File: src/sv/foc_current_loop_assert.svh
// ----------------------------------------------------------------------------
// foc current loop assertion macros
// shared concurrent assertion forms for the current loop modules
// ----------------------------------------------------------------------------
`ifndef FOC_CURRENT_LOOP_ASSERT_SVH
`define FOC_CURRENT_LOOP_ASSERT_SVH

// same-cycle implication
`define FOC_ASSERT_SAME(label, clk, rst, cond, expr) \
   label: assert property (@(posedge clk) disable iff (rst) (cond) |-> (expr)) \
      else $error("foc current loop assertion failed");

// next-cycle implication
`define FOC_ASSERT_NEXT(label, clk, rst, cond, expr) \
   label: assert property (@(posedge clk) disable iff (rst) (cond) |=> (expr)) \
      else $error("foc current loop assertion failed");

`endif

File: src/sv/foc_pkg.sv
// ----------------------------------------------------------------------------
// foc_pkg
// types and constants shared by the current loop controller and datapath
// ----------------------------------------------------------------------------
package foc_pkg;

   localparam logic [63:0] INV_SQRT3_Q32 = 64'd2479700524;

   localparam int CSR_INDEX_WIDTH = 3;
   localparam int CSR_DATA_WIDTH  = 32;

   localparam logic [CSR_INDEX_WIDTH-1:0] CSR_THREE_PHASE_MODE = 3'd0;
   localparam logic [CSR_INDEX_WIDTH-1:0] CSR_KP_D             = 3'd1;
   localparam logic [CSR_INDEX_WIDTH-1:0] CSR_KI_D             = 3'd2;
   localparam logic [CSR_INDEX_WIDTH-1:0] CSR_LIMIT_D          = 3'd3;
   localparam logic [CSR_INDEX_WIDTH-1:0] CSR_KP_Q             = 3'd4;
   localparam logic [CSR_INDEX_WIDTH-1:0] CSR_KI_Q             = 3'd5;
   localparam logic [CSR_INDEX_WIDTH-1:0] CSR_LIMIT_Q          = 3'd6;

   typedef enum logic [3:0] {
      OP_NONE,
      OP_CAPTURE,
      OP_RECON,
      OP_CLARKE,
      OP_MUL,
      OP_ACC,
      OP_ERR,
      OP_DIFF,
      OP_SUM,
      OP_CLAMP
   } op_type;

   typedef enum logic [3:0] {
      STEP_BETA  = 4'd0,
      STEP_AL_CS = 4'd1,
      STEP_BE_SN = 4'd2,
      STEP_BE_CS = 4'd3,
      STEP_AL_SN = 4'd4,
      STEP_KP_D  = 4'd5,
      STEP_KI_D  = 4'd6,
      STEP_KP_Q  = 4'd7,
      STEP_KI_Q  = 4'd8,
      STEP_DD_CS = 4'd9,
      STEP_QD_SN = 4'd10,
      STEP_QD_CS = 4'd11,
      STEP_DD_SN = 4'd12
   } step_type;

   typedef struct packed {
      op_type   op;
      step_type step;
   } cmd_type;

endpackage

File: src/sv/foc_control.sv
// ----------------------------------------------------------------------------
// foc_control
// sequencer for one current loop transaction: issues datapath commands
// ----------------------------------------------------------------------------
`include "foc_current_loop_assert.svh"

module foc_control (
   input  logic             clock,
   input  logic             reset,
   input  logic             req_valid,
   output logic             req_ready,
   output logic             rsp_valid,
   input  logic             rsp_ready,
   output foc_pkg::cmd_type cmd
);
   import foc_pkg::*;

   typedef enum logic [8:0] {
      S_IDLE   = 9'b000000001,
      S_RECON  = 9'b000000010,
      S_CLARKE = 9'b000000100,
      S_MUL    = 9'b000001000,
      S_ACC    = 9'b000010000,
      S_ERR    = 9'b000100000,
      S_DIFF   = 9'b001000000,
      S_SUM    = 9'b010000000,
      S_CLAMP  = 9'b100000000
   } state_type;

   state_type state_ff, state_in;
   step_type  step_ff, step_in;
   logic      rsp_valid_ff, rsp_valid_in;

   always_comb begin
      state_in     = state_ff;
      step_in      = step_ff;
      rsp_valid_in = rsp_valid_ff & ~rsp_ready;
      cmd.op       = OP_NONE;
      cmd.step     = step_ff;
      case (state_ff)
         S_IDLE: begin
            if (req_valid) begin
               cmd.op   = OP_CAPTURE;
               state_in = S_RECON;
            end
         end
         S_RECON: begin
            cmd.op   = OP_RECON;
            state_in = S_CLARKE;
         end
         S_CLARKE: begin
            cmd.op   = OP_CLARKE;
            step_in  = STEP_BETA;
            state_in = S_MUL;
         end
         S_MUL: begin
            cmd.op   = OP_MUL;
            state_in = S_ACC;
         end
         S_ACC: begin
            if (step_ff == STEP_DD_SN) begin
               if (!rsp_valid_ff || rsp_ready) begin
                  cmd.op       = OP_ACC;
                  rsp_valid_in = 1'b1;
                  state_in     = S_IDLE;
               end
            end else begin
               cmd.op = OP_ACC;
               if (step_ff == STEP_AL_SN) begin
                  state_in = S_ERR;
               end else if (step_ff == STEP_KI_Q) begin
                  state_in = S_SUM;
               end else begin
                  step_in  = step_type'(step_ff + 4'd1);
                  state_in = S_MUL;
               end
            end
         end
         S_ERR: begin
            cmd.op   = OP_ERR;
            state_in = S_DIFF;
         end
         S_DIFF: begin
            cmd.op   = OP_DIFF;
            step_in  = STEP_KP_D;
            state_in = S_MUL;
         end
         S_SUM: begin
            cmd.op   = OP_SUM;
            state_in = S_CLAMP;
         end
         S_CLAMP: begin
            cmd.op   = OP_CLAMP;
            step_in  = STEP_DD_CS;
            state_in = S_MUL;
         end
         default: begin
            state_in = S_IDLE;
         end
      endcase
   end

   always_ff @(posedge clock) begin
      if (reset) begin
         state_ff     <= S_IDLE;
         step_ff      <= STEP_BETA;
         rsp_valid_ff <= 1'b0;
      end else begin
         state_ff     <= state_in;
         step_ff      <= step_in;
         rsp_valid_ff <= rsp_valid_in;
      end
   end

   assign req_ready = (state_ff == S_IDLE);
   assign rsp_valid = rsp_valid_ff;

   `FOC_ASSERT_NEXT(a_accept_starts, clock, reset, req_valid && req_ready,
                    state_ff == S_RECON)
   `FOC_ASSERT_SAME(a_no_result_overwrite, clock, reset,
                    cmd.op == OP_ACC && cmd.step == STEP_DD_SN,
                    !rsp_valid_ff || rsp_ready)
   `FOC_ASSERT_NEXT(a_clamp_to_inverse_park, clock, reset, state_ff == S_CLAMP,
                    state_ff == S_MUL && step_ff == STEP_DD_CS)
   `FOC_ASSERT_NEXT(a_err_then_diff, clock, reset, state_ff == S_ERR,
                    state_ff == S_DIFF)

endmodule

File: config.mk
export PLATFORM = sky130hd
export DESIGN_NAME = foc_control
export DESIGN_NICKNAME = d
export VERILOG_FILES = /design/src/sv/foc_pkg.sv /design/src/sv/foc_control.sv
export VERILOG_INCLUDE_DIRS = /design/src /design/src/sv
export SDC_FILE = /design/constraint.sdc
export NUM_CORES = 1
export LEC_CHECK = 0
export ABC_CLOCK_PERIOD_IN_PS = 2140
export BUFFER_PORTS_ARGS = -buffer_cell sky130_fd_sc_hd__buf_2
export CORE_ASPECT_RATIO = 0.8
export CORE_MARGIN = 4
export CORE_UTILIZATION = 45
export CTS_CLUSTER_SIZE = 10
export DETAILED_ROUTE_END_ITERATION = 8
export PLACE_DENSITY = 0.67
export SLEW_MARGIN = 20
export SYNTH_ARGS = -nofsm -noshare
export SYNTH_HDL_FRONTEND = slang
export SYNTH_SLANG_ARGS = --single-unit
File: constraint.sdc
create_clock -name clock -period 2.14 [get_ports clock]
set_input_delay 0.642 -clock clock [delete_from_list [all_inputs] [get_ports clock]]
set_output_delay 0.642 -clock clock [all_outputs]
set_load 0.05 [all_outputs]
==> impl_results.md <==
- Commonest non-fill, non-tap cells in the layout: 31 x buf_4, 9 x buf_2, 7 x dfxtp_2
- Hold_ws: approximately 0.58 ns
- Die W: roughly 60 um
- Clock tree from TritonCTS: built
- Wirelength per Cell: approximately 17 um
- Clock transition at path regs: 0.09 ns
- Layout Skew: approximately 0.0033 ns
- Placer Congestion: 0.915
- Startpoint types: flop
- Sequential-to-total area share from yosys stat: 0.284
- Most common library cell in the layout ignoring fill and taps: buf_4
- Die H: between 40 and 50 um
- Core Region: a little under 2000 um^2
- Critical path class: flop to output port
- Std-Cell Rows: 14
- Final worst slack: -0.211 ns
- Port buffer count: 13
- RSZ-0062 raised after global routing: true
- Failing checks: setup timing
- Crit share post-route: 1.10
- Final nets: around 170
- Mapped Area: ~990 um^2
- Total power: roughly 0.00057 W
- Data required, critical path: ~1.5 ns
- Worst-Skew Late Latency: about 0.29 ns
- Slew margin rel.: 0.680
- Count of final max-slew check failures: 0
- Area delta synth->final: 51.0%
- Clock tree buffer depth: 2
- GRT Total Usage: 0.231
- Largest net degree at the start of global routing: 12
- Share of cells above drive strength 1: 0.487
- Post-synth cell types: 45
- HP Class: flop to flop
- Cell Pwr Density: about 380 nW/um^2
- Num CTS Buffers: 3
- Clock Sinks: 14
- Yosys reg bits: 14
- Max-cap violations: 0
- CP Launch Point: state_ff[7]
- Initial antenna violation count: 0
- Avg Cell Area, Syn: 8.23 um^2
- Clk Tree Root Cell: clkbuf_4
- ANT nets after route: 0
- Drt initial violations: between 70 and 80
- Max H-tree Level: 1
- Outcome: finished with violations
- Most used DFF post-synth: dfxtp_1
- Post-Syn Instances: 120
- I/O pin total: 14
- First drt pass iteration count: 4
- Worst IR Drop VDD: 0.364 mV
- Final Hold Violating Endpoints: 0
- Vias in the first global route: 1018
- Initial Util: 0.499
- R2R Path Start: state_ff[4]
- Yosys warns: 0
- Nature of the critical path endpoint: output port
- Slew @ Worst Pin: about 0.47 ns
- Fmax: approximately 0.43 GHz
- Post-DR vias/cell: roughly 6.2
- # setup viols final: 5
- Post-Syn Nets: between 100 and 150
- Die Area: about 3000 um^2
- WL final: roughly 3100 um
- Final min period: roughly 2.4 ns
- DP Worst Slack: -0.0217 ns
- Leakage: about 0.62 nW
- Antenna fix cells: 0
- Async set-or-reset flop fraction in the synthesized netlist: 0
- Hold_sp: step_ff[2]
- DRC viols: 0
- Number of synthesized flops with an enable pin: 0
- CP Data Arrival Time: 1.71 ns
- Crit path max fanout: 9
- First-pass GRT wire length: 5040 um
- HPWL after DPL: around 2200 um
- Detailed-route via count: about 1100
- Total grt overflow: 0
==> sequential cells by signal, indices dropped and copies added, names as in the netlist <==
name	cells
rsp_valid	1
state_ff	9
step_ff	4
==> path summary, 6_finish.rpt <==
check	endpoint	cells past startpoint	slack (ns)
setup / recovery	cmd[4]	5	-0.21
hold / removal	rsp_valid	2	0.58
hold reg to reg	rsp_valid	2	0.58
setup reg to reg	state_ff[0]	9	0.12
==> cells by family (layout without fill, tap and decap cells) <==
| group | Yosys count | after routing | share of synthesized area |
|---|---|---|---|
| adders and majority gates | 2 | 2 | 0.0253 |
| buffers and inverters | 13 | 51 | 0.0646 |
| and+or+nand+nor | 59 | 59 | 0.365 |
| AOI/OAI and AO/OA | 27 | 27 | 0.217 |
| DFF | 14 | 14 | 0.284 |
| xor gates and xnor gates | 5 | 5 | 0.0444 |
==> cell type report <==
type / count / area, um^2
multi-input combinational: 93 / 803
timing repair buffer: 43 / 323
fill: 137 / 489
sequential: 14 / 293
tap: 24 / 30.0
clock buffer: 3 / 22.5
inverter: 5 / 18.8
==> routing by layer <==
layer | global-route usage | vias to the layer above | wire (um) | share of wire
li1 | - | 532 | - | -
met4 | 0.0849 | 0 | 108 | 0.034
met2 | 0.336 | 56 | 1430 | 0.46
met5 | 0 | - | 0 | 0
met3 | 0.0548 | 13 | 303 | 0.097
met1 | 0.324 | 530 | 1290 | 0.41
==> cell usage after synthesis, types with 3 or more instances <==
library cell  instances  area [um^2]
nand3_1               6         30.0
nor2_1                7         26.3
nand2b_1              6         37.5
a31oi_1               4         25.0
xor2_1                4         35.0
nor2b_1               3         18.8
and3_1                3         18.8
nor3_1                6         30.0
nand2_1               8         30.0
buf_2                 3         15.0
a21oi_1               3         15.0
nor4_1                6         37.5
inv_1                 5         18.8
o21ai_0               4         20.0
dfxtp_1              14          280
==> critical path, cell delays in order, from the launching register on <==
cell	delay (ns)
dfxtp_1	0.39
buf_4	0.20
nor3_1	0.31
o2111ai_2	0.25
nand3_4	0.12
buf_8	0.14
==> power by group <==
part / switching, W / total [W] / internal [W]
Clock: 0.0000930 / 0.000159 / 0.0000657
Combinational: 0.0000727 / 0.000133 / 0.0000598
Sequential: 0.0000125 / 0.000277 / 0.000264
Total: 0.000178 / 0.000568 / 0.000390
==> stage by stage <==
| stage | util | setup TNS (ns) | instance area (um^2) | instances |
|---|---|---|---|---|
| final | 0.753 | -0.648 | 1490 | 182 |
| after global routing | 0.753 | -0.995 | 1490 | 182 |
| after CTS | 0.730 | -0.534 | 1450 | 181 |
| after detailed placement | 0.643 | -0.0371 | 1270 | 174 |
| after global placement | 0.643 | 0 | 1270 | 174 |
| after floorplan | - | -0.252 | 1040 | 120 |
==> timing repair <==
item                                    CTS  global route
resized for setup                        28             7
endpoints found under the setup margin    5             5
pin swaps                                 2             3
buffers inserted                          4             1
hold buffers                              0             0
Note: power is estimated with default switching activity, not from simulation.
